$ cat config.mk
export PLATFORM = sky130hd
export DESIGN_NAME = hsl_ram
export DESIGN_NICKNAME = d
export VERILOG_FILES = /design/src/rtl/histogram_specification_lut_core_macros.svh /design/src/rtl/hsl_ram.sv
export SDC_FILE = /design/constraint.sdc
export NUM_CORES = 2
export LEC_CHECK = 0
export ABC_CLOCK_PERIOD_IN_PS = 4400
export BUFFER_PORTS_ARGS = -buffer_cell sky130_fd_sc_hd__buf_2
export CORE_MARGIN = 1.5
export CORE_UTILIZATION = 35
export DETAILED_ROUTE_END_ITERATION = 16
export SKIP_CTS_REPAIR_TIMING = 1
export SYNTH_ARGS = -nofsm -noshare
export SYNTH_HDL_FRONTEND = slang
export SYNTH_SLANG_ARGS = --single-unit
$ cat constraint.sdc
create_clock -name i_clk -period 4.4 [get_ports i_clk]
set_input_delay 0.44 -clock i_clk [delete_from_list [all_inputs] [get_ports i_clk]]
set_output_delay 0.44 -clock i_clk [all_outputs]
set_load 0.01 [all_outputs]
$ cat src/rtl/histogram_specification_lut_core_macros.svh
// Assertion macros for the histogram specification block.
// Included by the modules that check their own control logic; depends on nothing.
`ifndef HISTOGRAM_SPECIFICATION_LUT_CORE_MACROS_SVH
`define HISTOGRAM_SPECIFICATION_LUT_CORE_MACROS_SVH

// Check a consequence in the same cycle as its cause.
`define HSL_ASSERT_NOW(label, clk, rst_n, ante, cons, msg) \
    label: assert property (@(posedge clk) disable iff (!(rst_n)) (ante) |-> (cons)) \
        else $error(msg);

// Check a consequence in the cycle after its cause.
`define HSL_ASSERT_NEXT(label, clk, rst_n, ante, cons, msg) \
    label: assert property (@(posedge clk) disable iff (!(rst_n)) (ante) |=> (cons)) \
        else $error(msg);

`endif

$ cat src/rtl/hsl_ram.sv
// Generic single-clock RAM: one write port, one read port with registered data.
// Read during write to the same address returns the old contents. No dependencies.
module hsl_ram #(
    parameter int WIDTH = 8,
    parameter int DEPTH = 256
) (
    input  logic                     i_clk,
    input  logic                     i_we,
    input  logic [$clog2(DEPTH)-1:0] i_waddr,
    input  logic [WIDTH-1:0]         i_wdata,
    input  logic                     i_re,
    input  logic [$clog2(DEPTH)-1:0] i_raddr,
    output logic [WIDTH-1:0]         o_rdata
);

    logic [WIDTH-1:0] r_mem [DEPTH];
    logic [WIDTH-1:0] r_rdata;

    always_ff @(posedge i_clk) begin
        if (i_we) begin
            r_mem[i_waddr] <= i_wdata;
        end
        if (i_re) begin
            r_rdata <= r_mem[i_raddr];
        end
    end

    assign o_rdata = r_rdata;

endmodule

Word-level counts from Yosys, hierarchy flattened
Memory sizes are Yosys's and may differ from the RTL's. A register that Yosys moved wholly into a read port is not among the register bits.
Cells that the tools add are included.
- register bits: 0
- memory bits (writable): 2048
- bits of input ports: 27
- output and inout bits: 8
- memories kept: 1
- memory list (memory ; depth ; bits a word ; read ports ; clocked after memory_dff ; write ports ; line ; RTL):
    r_mem ; 256 ; 8 ; 1 ; 1 ; 1 ; hsl_ram.sv:16 ; logic [WIDTH-1:0] r_mem [DEPTH];
- mux-type cells: 2
- operator list (cell ; number):
    two-way mux 1 bit ; 2

Depth between registers and ports, before layout
- depth after elaboration: 2
- mapped depth: 11

Least setup slack after synthesis
Ideal clock, no wire load.
- kind: input to register
- start: in i_raddr[0]
- end: reg r_rdata[2], in the netlist o_rdata[2], read port of r_mem, data pin
- setup time: 269 ps
- arrival: 2247 ps
- data required time: 4131 ps
- path slack: 1884 ps
- stages on the path: 9
- path buffers: 4
- cell sequence: buf_6 > buf_12 > buf_8 > buf_2 > mux4_2 > a22oi_1 > a21oi_1 > nor4_1 > nor4_2
- RTL lines (item ; line ; RTL):
    start, declared ; hsl_ram.sv:12 ; input logic [$clog2(DEPTH)-1:0] i_raddr,
    end, declared ; hsl_ram.sv:17 ; logic [WIDTH-1:0] r_rdata;

==> out/summary.txt <==
Die Ht: 480 um
Largest net degree at the start of global routing: 142
Final core utilization: 0.400
Most frequent cells after synthesis: edfxtp_1 (2,056), mux4_2 (454), nor2_1 (282), mux2i_1 (134), a22oi_1 (133)
Final Max Tran Viols: 0
Clock transition at path regs: 0.07 ns
Largest area contributor in the synthesized netlist: edfxtp_1
Clock Tree Root: clkbuf_16
Antenna violations before repair: 12
GRT overflow: 0
Final hold vios: 0
Setup-failing EPs final: 0
First-pass DRT Iterations: 6
Row count: 174
Final hold slack: 0.0616 ns
R2R depth: 6
Achievable clock frequency: 324 MHz
Crit Path Max Fanout: 44
Hold_sp: i_wdata[4]
Vias per cell: 5.51
CP Capture Type: register
Synth top area cells: edfxtp_1 (78%), mux4_2 (13%), mux2i_1 (1.7%)
Setup TNS: 0 ns
Share of cells above drive strength 1: 0.231
Startpoint Class: input pin
Post-DP HPWL: 123,000 um
Fillers: 19,968
Tmin final: 3.09 ns
Initial core utilization: 0.353
RSZ-0062 raised after global routing: false
Boundary pin count: 35
Register area: 61,700 um^2
Final Power: 40.6 mW
Clk buf depth: 3
Mapped Cells: 3,733
Hold Path Sink: r_mem[69][4]
Global placer's final weighted congestion: 0.850
Arrival time at the worst endpoint: 3.66 ns
Port Buf Inserts: 34
Hold Crit Class: in -> reg
Synth Cell Area: 79,600 um^2
Synth Register Bits: 2,056
Post-synth top area share: 0.775
Maxcap violations: 0
Initial drt markers: 4,739
DIE AREA: 230,000 um^2
Syn_area_per_cell: 21.3 um^2
Crit path required time: 4.97 ns
Drt total wl: 200,000 um
P_leak: 27.4 nW
Worst rel slew slack: 0.228
H-tree Lvls: 4
Unique masters post-synth: 54
Asr flop ratio synth: 0
WL/cell: 28.4 um
Slew @ Worst Pin: 1.15 ns
Hold-critical path depth: 1
R2R Setup Slk: 1.65 ns
Vias in the first global route: 39,034
Most common cell in the netlist: edfxtp_1
Outcome: completed
Tcrit/Tclk final: 0.702
First-pass GRT wire length: 287,000 um
Net Count, Synth: 3,760
R2R Path End: o_rdata[0]
Skew-Pair Late Insertion Delay: 0.84 ns
Cell Pwr Density: 450 nW/um^2
# nets final: 3,920
Ys Warns: 0
Worst Skew: 0.0463 ns
Crit Path Category: in -> reg
Multi-input gate area: 16,500 um^2
All-Layer GR Usage: 0.172
Clock sink count: 2,056
Detailed-route via count: 38,874
CORE AREA: 226,000 um^2
Top_reg_cell synth: edfxtp_1
Die W: 480 um
Cts bufs inserted: 202
Post-synthesis sequential area ratio: 0.775
Worst VDD drop: 0.400 mV
CTS tree: built
Post-route ant nets: 0
Area Overhead vs Synth: 13.2%
EDFF count, synth: 2,056
DRC viols: 0
Worst R2R Start: r_mem[51][0]
[flip-flops by register name, summed over array words and instances, names as in the netlist]
name     count
o_rdata      8
r_mem     2048
[critical path: stages]
cell	delay, ns
buf_8	0.19
buf_4	0.35
nor2b_1	0.83
a221oi_1	0.17
o211ai_1	0.23
nand3_1	0.24
nor4_1	0.82
buf_4	0.24
nor4_2	0.03
[cell type report]
type / count / area share
diodes: 2 / 0.0000555
clock buffers: 258 / 0.0593
clock inverters: 108 / 0.0125
inverters: 2 / 0.0000833
multi-input cells: 1442 / 0.183
flip-flops and latches: 2056 / 0.685
well taps: 2992 / 0.0415
repair buffers: 189 / 0.0188
[stage by stage]
step           instances  setup WS [ns]  instance area, um^2
2_1_floorplan       3733           1.88                79600
3_3_place_gp        6680          0.524                83700
3_5_place_dp        6680          0.582                83700
4_1_cts             7046           1.47                90100
5_1_grt             7048           1.21                90100
6_report            7049           1.31                90100
[power breakdown]
group	switching [mW]	internal [mW]	total (mW)
Sequential	0.0306	21.6	21.6
Combinational	1.28	0.676	1.96
Clock	7.39	9.56	17.0
Total	8.71	31.8	40.6
[logic make-up (layout without fill, tap and decap cells)]
group	Yosys count	count (layout)	synth area share
flip-flops	2056	2056	0.775
multiplexers	591	591	0.146
AND/OR/NAND/NOR	466	466	0.0263
AO/OA/AOI/OAI	385	385	0.0342
buffers and inverters	235	557	0.0183
other	0	2	0
[metal layers]
layer  vias to the layer above  part of all wire  GRT usage  wire length, um
met5                         -                 0          0                0
met4                         0             0.024     0.0455             4880
met3                       289             0.074     0.0309            14900
met2                      1652              0.49      0.277            97400
met1                     20915              0.41      0.241            83000
li1                      16018                 -          -                -
[layout by cell type (no fill, tap or decap), types with 5 or more instances in the layout]
cell type,instances
o221ai_1,46
a21oi_1,96
o22a_1,5
buf_4,136
buf_2,22
buf_12,20
nand3_1,34
mux4_2,454
bufinv_16,16
nand2_1,33
nand4_1,10
nor3_1,22
mux2i_1,134
a22o_1,8
buf_8,10
o21ai_0,10
edfxtp_1,2056
nand2b_1,8
o22ai_1,28
and2_1,6
nor2_1,279
clkinv_2,35
clkbuf_16,206
clkinv_16,6
a22oi_1,133
nor2b_1,28
a211oi_1,16
o211ai_1,10
a221oi_1,13
clkbuf_1,52
nor4_1,24
clkinv_1,40
[how the worst max path moves through the flow]
stage	from	endpoint	slack, ns	cells past startpoint
floorplan	i_raddr[0]	o_rdata[2]	1.88	9
global placement	i_raddr[1]	o_rdata[0]	0.52	9
detailed placement	i_raddr[0]	o_rdata[0]	0.58	10
CTS	i_raddr[0]	o_rdata[0]	1.47	10
global route	i_raddr[0]	o_rdata[0]	1.21	11
finish	i_raddr[1]	o_rdata[0]	1.31	9
No activity file was read; power rests on OpenSTA's default activity.
