### config.mk
export PLATFORM = sky130hd
export DESIGN_NAME = hsl_match
export DESIGN_NICKNAME = d
export VERILOG_FILES = /design/src/rtl/hsl_pkg.sv /design/src/rtl/hsl_match.sv
export VERILOG_INCLUDE_DIRS = /design/src /design/src/rtl
export SDC_FILE = /design/constraint.sdc
export NUM_CORES = 2
export LEC_CHECK = 0
export BUFFER_PORTS_ARGS = -buffer_cell sky130_fd_sc_hd__buf_2
export CORE_UTILIZATION = 50
export DETAILED_ROUTE_END_ITERATION = 6
export HOLD_SLACK_MARGIN = 0.05
export PLACE_DENSITY = 0.63
export SYNTH_ARGS = -nofsm -noshare
export SYNTH_HDL_FRONTEND = slang
export SYNTH_SLANG_ARGS = --single-unit
### constraint.sdc
create_clock -name i_clk -period 8.5 [get_ports i_clk]
set_clock_uncertainty 0.1 [all_clocks]
set_input_delay 0.425 -clock i_clk [delete_from_list [all_inputs] [get_ports i_clk]]
set_output_delay 0.425 -clock i_clk [all_outputs]
set_load 0.02 [all_outputs]
### src/rtl/histogram_specification_lut_core_macros.svh
// Assertion macros for the histogram specification block.
// Included by the modules that check their own control logic; depends on nothing.
`ifndef HISTOGRAM_SPECIFICATION_LUT_CORE_MACROS_SVH
`define HISTOGRAM_SPECIFICATION_LUT_CORE_MACROS_SVH

// Check a consequence in the same cycle as its cause.
`define HSL_ASSERT_NOW(label, clk, rst_n, ante, cons, msg) \
    label: assert property (@(posedge clk) disable iff (!(rst_n)) (ante) |-> (cons)) \
        else $error(msg);

// Check a consequence in the cycle after its cause.
`define HSL_ASSERT_NEXT(label, clk, rst_n, ante, cons, msg) \
    label: assert property (@(posedge clk) disable iff (!(rst_n)) (ante) |=> (cons)) \
        else $error(msg);

`endif

### src/rtl/hsl_pkg.sv
// Shared types and constants for the histogram specification block.
// Used by the top level and the table build engine; depends on nothing.
package hsl_pkg;

    localparam int HSL_NUM_LEVELS = 256;
    localparam int HSL_COUNT_BITS = 22;

    // Item kinds on the input channel
    typedef enum logic [2:0] {
        K_LOAD_SRC = 3'd0,
        K_LOAD_REF = 3'd1,
        K_BUILD    = 3'd2,
        K_MAP      = 3'd3,
        K_CLEAR    = 3'd4
    } t_kind;

    typedef struct packed {
        logic [2:0] kind;
        logic [7:0] sample;
    } t_in_item;

    typedef struct packed {
        logic [7:0] mapped_sample;
        logic       table_built;
    } t_out_item;

    // Memory requests from the build engine to the top level
    typedef struct packed {
        logic       src_rd_en;
        logic       ref_rd_en;
        logic [7:0] rd_addr;
        logic       map_wr_en;
        logic [7:0] map_addr;
        logic [7:0] map_data;
        logic       done;
    } t_match_req;

endpackage

### src/rtl/hsl_match.sv
// Table build engine: walks source levels, scans all reference levels per row,
// and writes the closest reference level into the mapping table. Uses hsl_pkg.
`include "histogram_specification_lut_core_macros.svh"

module hsl_match
    import hsl_pkg::*;
#(
    parameter int NUM_LEVELS = HSL_NUM_LEVELS,
    parameter int COUNT_BITS = HSL_COUNT_BITS
) (
    input  logic                  i_clk,
    input  logic                  i_rst_n,
    input  logic                  i_start,
    input  logic [COUNT_BITS-1:0] i_ns,
    input  logic [COUNT_BITS-1:0] i_nr,
    input  logic [COUNT_BITS-1:0] i_src_cnt,
    input  logic [COUNT_BITS-1:0] i_ref_cnt,
    output logic                  o_busy,
    output t_match_req            o_req
);

    localparam int CW = COUNT_BITS;
    localparam int PW = 2 * COUNT_BITS;
    localparam int IW = $clog2(NUM_LEVELS);
    localparam int JW = IW + 1;
    localparam logic [IW-1:0] TOP_LVL = IW'(NUM_LEVELS - 1);
    localparam logic [JW-1:0] J_END = JW'(NUM_LEVELS);

    typedef enum logic [2:0] {
        M_IDLE,
        M_SRC_RD,
        M_SRC_ACC,
        M_A_MUL,
        M_SCAN,
        M_WRITE
    } t_state;

    t_state          r_state;
    logic [IW-1:0]   r_i;
    logic [JW-1:0]   r_j;
    logic [CW-1:0]   r_accs;
    logic [CW-1:0]   r_accr;
    logic [PW-1:0]   r_a;
    logic [PW-1:0]   r_b;
    logic [PW-1:0]   r_best;
    logic [IW-1:0]   r_pick;
    logic            r_p1_vld;
    logic            r_p2_vld;
    logic            r_p3_vld;
    logic [IW-1:0]   r_p1_j;
    logic [IW-1:0]   r_p2_j;
    logic [IW-1:0]   r_p3_j;

    logic [CW-1:0]   n_accs;
    logic [CW-1:0]   n_accr;
    logic [PW-1:0]   diff;
    logic            better;
    logic            issue;

    function automatic logic [CW-1:0] sat_add(input logic [CW-1:0] a, input logic [CW-1:0] b);
        logic [CW:0] s;
        s = {1'b0, a} + {1'b0, b};
        return s[CW] ? {CW{1'b1}} : s[CW-1:0];
    endfunction

    // Running sums and distance of the candidate in the last stage
    always_comb begin
        n_accs = sat_add(r_accs, i_src_cnt);
        n_accr = sat_add(r_accr, i_ref_cnt);
        diff   = (r_a >= r_b) ? (r_a - r_b) : (r_b - r_a);
        better = (r_p3_j == '0) || (diff < r_best);
        issue  = (r_state == M_SCAN) && (r_j != J_END);
    end

    // Memory requests toward the top level
    always_comb begin
        o_req.src_rd_en = (r_state == M_SRC_RD);
        o_req.ref_rd_en = issue;
        o_req.rd_addr   = (r_state == M_SRC_RD) ? 8'(r_i) : 8'(r_j[IW-1:0]);
        o_req.map_wr_en = (r_state == M_WRITE);
        o_req.map_addr  = 8'(r_i);
        o_req.map_data  = 8'(r_pick);
        o_req.done      = (r_state == M_WRITE) && (r_i == TOP_LVL);
    end

    assign o_busy = (r_state != M_IDLE);

    // Sequencer over source rows plus the reference scan pipeline
    always_ff @(posedge i_clk) begin
        if (!i_rst_n) begin
            r_state  <= M_IDLE;
            r_p1_vld <= 1'b0;
            r_p2_vld <= 1'b0;
            r_p3_vld <= 1'b0;
        end else begin
            case (r_state)
                M_IDLE: begin
                    if (i_start) begin
                        r_i     <= '0;
                        r_accs  <= '0;
                        r_state <= M_SRC_RD;
                    end
                end
                M_SRC_RD: begin
                    r_state <= M_SRC_ACC;
                end
                M_SRC_ACC: begin
                    r_accs  <= n_accs;
                    r_state <= M_A_MUL;
                end
                M_A_MUL: begin
                    r_a     <= {{CW{1'b0}}, r_accs} * {{CW{1'b0}}, i_nr};
                    r_accr  <= '0;
                    r_j     <= '0;
                    r_state <= M_SCAN;
                end
                M_SCAN: begin
                    if (r_j == J_END && !r_p1_vld && !r_p2_vld && !r_p3_vld) begin
                        r_state <= M_WRITE;
                    end
                end
                M_WRITE: begin
                    if (r_i == TOP_LVL) begin
                        r_state <= M_IDLE;
                    end else begin
                        r_i     <= r_i + IW'(1);
                        r_state <= M_SRC_RD;
                    end
                end
                default: begin
                    r_state <= M_IDLE;
                end
            endcase

            // Issue one reference read per cycle
            r_p1_vld <= issue;
            if (issue) begin
                r_j    <= r_j + JW'(1);
                r_p1_j <= r_j[IW-1:0];
            end

            // Accumulate the reference CDF
            r_p2_vld <= r_p1_vld;
            if (r_p1_vld) begin
                r_accr <= n_accr;
                r_p2_j <= r_p1_j;
            end

            // Scale the reference CDF by the source total
            r_p3_vld <= r_p2_vld;
            if (r_p2_vld) begin
                r_b    <= {{CW{1'b0}}, r_accr} * {{CW{1'b0}}, i_ns};
                r_p3_j <= r_p2_j;
            end

            // Keep the closest level, lowest on ties
            if (r_p3_vld && better) begin
                r_best <= diff;
                r_pick <= r_p3_j;
            end
        end
    end

    `HSL_ASSERT_NOW(a_write_drained, i_clk, i_rst_n, r_state == M_WRITE,
        !r_p1_vld && !r_p2_vld && !r_p3_vld, "row written before scan pipeline drained")
    `HSL_ASSERT_NEXT(a_scan_stops, i_clk, i_rst_n, r_state == M_SCAN && r_j == J_END,
        !r_p1_vld, "reference read issued past last level")
    `HSL_ASSERT_NOW(a_acc_after_read, i_clk, i_rst_n, r_state == M_SRC_ACC,
        $past(r_state) == M_SRC_RD, "source count used without a read")

endmodule

Yosys cells after proc, flatten, opt, wreduce, memory -nomap -nowiden
Cells that the tools add are included.

operators by class
  $add $sub $neg = 6
  multipliers = 2
  div/mod/pow operators = 0
  $lt $le $gt $ge = 2
  equality and inequality tests = 11
  shifts and indexed selects = 0
  mux-type cells = 17
  bitwise logic cells = 0
  reductions and logical operators = 27

operators by type and width
  operator             number
  $mux 22              5
  $mul 22x22->44       2
  $sub 44x44->44       2
  $add 22x22->23       2
  $ge 44x44->1         1
  $lt 44x44->1         1
  $mux 44              1
  $pmux 22 s2          1
  $mux 8               3
  $mux 9               2
  $pmux 3 s6           1
  $pmux 8 s2           1
  $reduce_and 2->1     8
  $add 9x1->9 const B  1
  $eq 9x9->1 const B   1
  $ne 9x9->1 const B   1
  $add 8x1->8 const B  1
  $eq 8x8->1 const B   1
  $logic_not 8->1      1
  $reduce_bool 2->1    4
  $eq 3x2->1 const B   2
  $eq 3x3->1 const B   2
  $logic_and 1x1->1    6
  $mux 3               2
  10 further kinds     13

storage, ports and cells
  bits in registers = 231
  bits in latches = 0
  bits in writable memories = 0
  ROM bits = 0
  input port bits = 91
  memories kept = 0

Logic depth before layout (Yosys ltp)
  depth after elaboration = 6
  depth in mapped cells = 25
  gate-level depth less buffers = 23

Worst setup path before layout
No wires, ideal clock.

  kind = reg2reg
  start = reg r_a[0]
  end = reg r_best[0] (enable)
  library setup time = 0.479 ns
  arrival = 7.039 ns
  data required time = 7.921 ns
  slack = 0.882 ns
  cell stages (with the launch flop) = 26
  path buffers = 3
  clock period less this slack = 7.618 ns
  path through = edfxtp_1 -> inv_1 -> ha_1 -> inv_1 -> fa_1 -> a21o_1 -> a221oi_2 -> o21ai_1 -> a31o_1 -> a21o_1 -> o32a_1 -> buf_6 -> buf_12 -> buf_6 -> a21oi_1 -> xnor2_1 -> ha_1 -> a21o_1 -> a21o_1 -> a21o_1 -> a21o_1 -> a21o_1 -> a21o_1 -> a21oi_1 -> o2111ai_1 -> a21oi_1

on the way
  word-level cells in the longest chain between the ends = 6
  elaborated cells on any way between the ends = 8
  those cells by class = add/sub: 2; order compare: 2; mux: 1; reduce/logical: 3

RTL lines
  element                                         RTL line          RTL
  from (decl)                                     hsl_match.sv:43   logic [PW-1:0] r_a;
  from (signal assigned)                          hsl_match.sv:112  r_a <= {{CW{1'b0}}, r_accs} * {{CW{1'b0}}, i_nr};
  $sub 44x44->44 or $ge 44x44->1 (tied branches)  hsl_match.sv:70   diff = (r_a >= r_b) ? (r_a - r_b) : (r_b - r_a);
  $mux 44 *                                       hsl_match.sv:70
  via diff[29]                                    hsl_match.sv:56   logic [PW-1:0] diff;
  $lt 44x44->1 *                                  hsl_match.sv:71   better = (r_p3_j == '0) || (diff < r_best);
  $logic_or 1x1->1 *                              hsl_match.sv:71
  $logic_and 1x1->1 *                             hsl_match.sv:157  if (r_p3_vld && better) begin
  $reduce_and 2->1 (no source line) *             n/a
  to (signal assigned)                            hsl_match.sv:158  r_best <= diff;
  to (decl)                                       hsl_match.sv:45   logic [PW-1:0] r_best;

The timed path passes the listed nets; every way through them passes the cells marked *.
A chain may end at the register's enable or synchronous reset.

Worst setup path in the final report
  start = reg r_accr[7]
  end = reg r_b[39], data pin

on the way
  word-level cells in the longest chain between the ends = 1

RTL lines
  element                 RTL line          RTL
  from (decl)             hsl_match.sv:42   logic [CW-1:0] r_accr;
  from (signal assigned)  hsl_match.sv:145  r_accr <= n_accr;
  $mul 22x22->44          hsl_match.sv:152  r_b <= {{CW{1'b0}}, r_accr} * {{CW{1'b0}}, i_ns};
  to (signal assigned)    hsl_match.sv:152
  to (decl)               hsl_match.sv:44   logic [PW-1:0] r_b;

No other way between the ends.

==> results.ini <==
[timing]
tns_ps=0
period_needed_ps=7700
finalMaxSlewViolations=0
fin_crit_sh=0.906
rsz0062_at_grt=false
slew-limit-headroom=0.277
max_slew.worst_pin.slew_ps=1070
clock.fmax_ghz=0.130
hold_viol=0
setup_viol=0

[cells_and_area]
finalInstanceArea_sq_um=50300
drive_gt1_frac=0.0514
fillers=8780
synthToLayoutAreaGrowth_pct=5.48
multi_input_area_sq_um=36200
final-seq-area_sq_um=6880
layout.nets=6501
antenna_cells=0

[drt]
wire_per_inst_microns=17.7
dr.pass1.iters=6
viasPerCell=5.46
drc_errors=0
drtAntennaViolNets=0
drt_iter0_markers=2076
vias=34900
drt-total-wl_microns=113000

[min_path]
min_from=i_start
holdPathStages=3
hold_end=r_state[0]
min_path_type=in -> reg

[global_routing]
first_global_vias=36500
grt-ovfl-total=0
grt_start_max_net_pins=53
antenna_found_initial=0
grt_pass1_wl_microns=190000
grt_usage=0.242

[critical_path]
cp_max_fo=23
reg2reg_slack_ps=800
crit_required_ps=8770
worstReg2RegStart=r_accr[7]
endpoint_kind=flip-flop
cp_common_cell=fa_1
worstReg2RegEnd=r_b[39]
slowest_delay_ps=950
critPathBufInv=2
crit_family=adder cells
slowest_stage=edfxtp_1
cp.depth=19
reg2reg_depth=19
crit_chain=and2_1 > fa_1 > inv_1 > fa_1 > fa_1 > inv_1 > fa_1 > fa_1 > fa_1 > fa_1 > ha_1 > a21oi_1 > o211ai_1 > a41oi_1 > o211ai_1 > a31oi_1 > o21ai_1 > a41oi_1 > xnor2_1
critical_path_class=reg -> reg
arrival_ps=7970
cp-start-kind=flip-flop

[synth]
synthCells=5172
netlist.area_leader.share=0.335
synth_flop_cell=edfxtp_1
syn_area_sq_um=47700
ys_warn_count=0
synth_edf_count=225
syn_area_per_cell_sq_um=9.22
syn-num-nets=6556
async_flop_share=0
synth_seq_cells=231
synthTopCellsByArea=fa_1 34%, edfxtp_1 14%, ha_1 13%
ys_types=81
yosysSeqAreaShare=0.144
yosysTopAreaCell=fa_1

[floorplanning]
io_pins=120
core_area_sq_um=93900
rows=112
die_h_microns=311
initial_core_util=0.508
die-area_sq_um=96600
die_w_microns=311

[clocking]
post_cts.repair.setup_buffers=0
cts_root_buffer=clkbuf_16
cts_made_buffers=31
clock_path_buffers=3
cts_hold_buf=1
ctsResizeCount=0
cts_sinks=231
htreeDepth=1
cts_tree=done
clk_pin_slew_worst_paths_ps=60
clk_latency_ps=620

[placement]
port_buffers=119
place_area_sq_um=49200
place.gp.congestion=0.916
dp_hpwl_microns=94000

[outcome]
status=finished, final reports clean

[flow_run]
drv_cap=0

-- synthesized netlist by cell type, types with 40 or more instances --
cell type,n
o21ai_0,107
nor2_1,148
inv_1,957
fa_1,798
xnor2_1,92
nand3_1,41
a21oi_1,257
nand4_1,47
xor2_1,75
nand2_1,613
ha_1,495
a21o_1,134
and2_1,499
o21bai_1,40
clkbuf_1,236
edfxtp_1,225
-- registers in the layout (all words and copies together) (netlist names) --
signal / cells
r_b: 44
r_j: 9
r_pick: 8
r_i: 8
r_p2_j: 8
r_p1_vld: 1
r_accs: 22
r_p2_vld: 1
r_p3_j: 8
r_best: 44
r_a: 44
r_state: 3
r_p1_j: 8
r_accr: 22
r_p3_vld: 1
-- area by class of cell --
cell class,instances,share of cell area
repair buffers,165,0.0188
flip-flops and latches,231,0.137
inverters,958,0.0715
clock inverters,20,0.00587
multi-input cells,3730,0.720
clock buffers,37,0.0163
well taps,1254,0.0312
-- worst max path at each step --
| stage | from | to |
|---|---|---|
| finish | r_accr[7] | r_b[39] |
| global route | r_accr[7] | r_b[42] |
| CTS | r_accr[7] | r_b[42] |
| detailed placement | r_accr[7] | r_b[42] |
| global placement | r_accr[7] | r_b[42] |
| floorplan | r_a[0] | r_best[0] |
-- cells by family (layout without fill, tap and decap cells) --
family | Yosys count | in the layout | synth area share
AND/OR/NAND/NOR | 1495 | 1495 | 0.155
buffers and inverters | 1211 | 1180 | 0.0971
AO/OA/AOI/OAI | 745 | 745 | 0.101
multiplexers | 30 | 30 | 0.00664
XOR/XNOR | 167 | 167 | 0.0307
adder cells (fa/ha/maj) | 1293 | 1293 | 0.465
flip-flops | 231 | 231 | 0.144
-- metal layers --
| layer | part of all wire | vias up | global-route usage |
|---|---|---|---|
| li1 | - | 16300 | - |
| met1 | 0.44 | 17700 | 0.335 |
| met2 | 0.48 | 795 | 0.407 |
| met3 | 0.050 | 150 | 0.0258 |
| met4 | 0.025 | 0 | 0.0615 |
| met5 | 0 | - | 0 |
-- placed cells by master (no fill, tap or decap), types with 18 or more instances in the layout --
cell / n
nor2b_1: 19
mux2i_1: 20
nor3_1: 34
fa_1: 798
xor2_1: 75
a21o_1: 134
nand4_1: 47
nand3_1: 41
o21a_1: 24
buf_2: 119
nor2_1: 147
a21oi_1: 255
nand2b_1: 25
buf_4: 45
a31oi_1: 18
inv_1: 956
xnor2_1: 92
ha_1: 495
o21ai_0: 106
nand2_1: 613
clkbuf_16: 31
and3_1: 27
and2_1: 498
a211oi_1: 19
edfxtp_1: 225
o21bai_1: 40
-- worst min-delay path, delay by kind of cell --
kind | cells | cell delay, ps
buf+inv | 1 | 90
compound gates | 2 | 240
-- through the flow --
| stage | utilization | std cells | setup WS, ps | hold WS, ps |
|---|---|---|---|---|
| 2_1_floorplan | - | 5172 | 882 | 300 |
| 3_3_place_gp | 0.524 | 6337 | 1040 | 300 |
| 3_5_place_dp | 0.524 | 6337 | 908 | 305 |
| 4_1_cts | 0.536 | 6395 | 888 | 60.4 |
| 5_1_grt | 0.536 | 6395 | 437 | 83.5 |
| 6_report | 0.536 | 6395 | 800 | 90.7 |
Power is not shown: default switching activity piles up to over one toggle a cycle in this logic, so the estimate is an artifact.
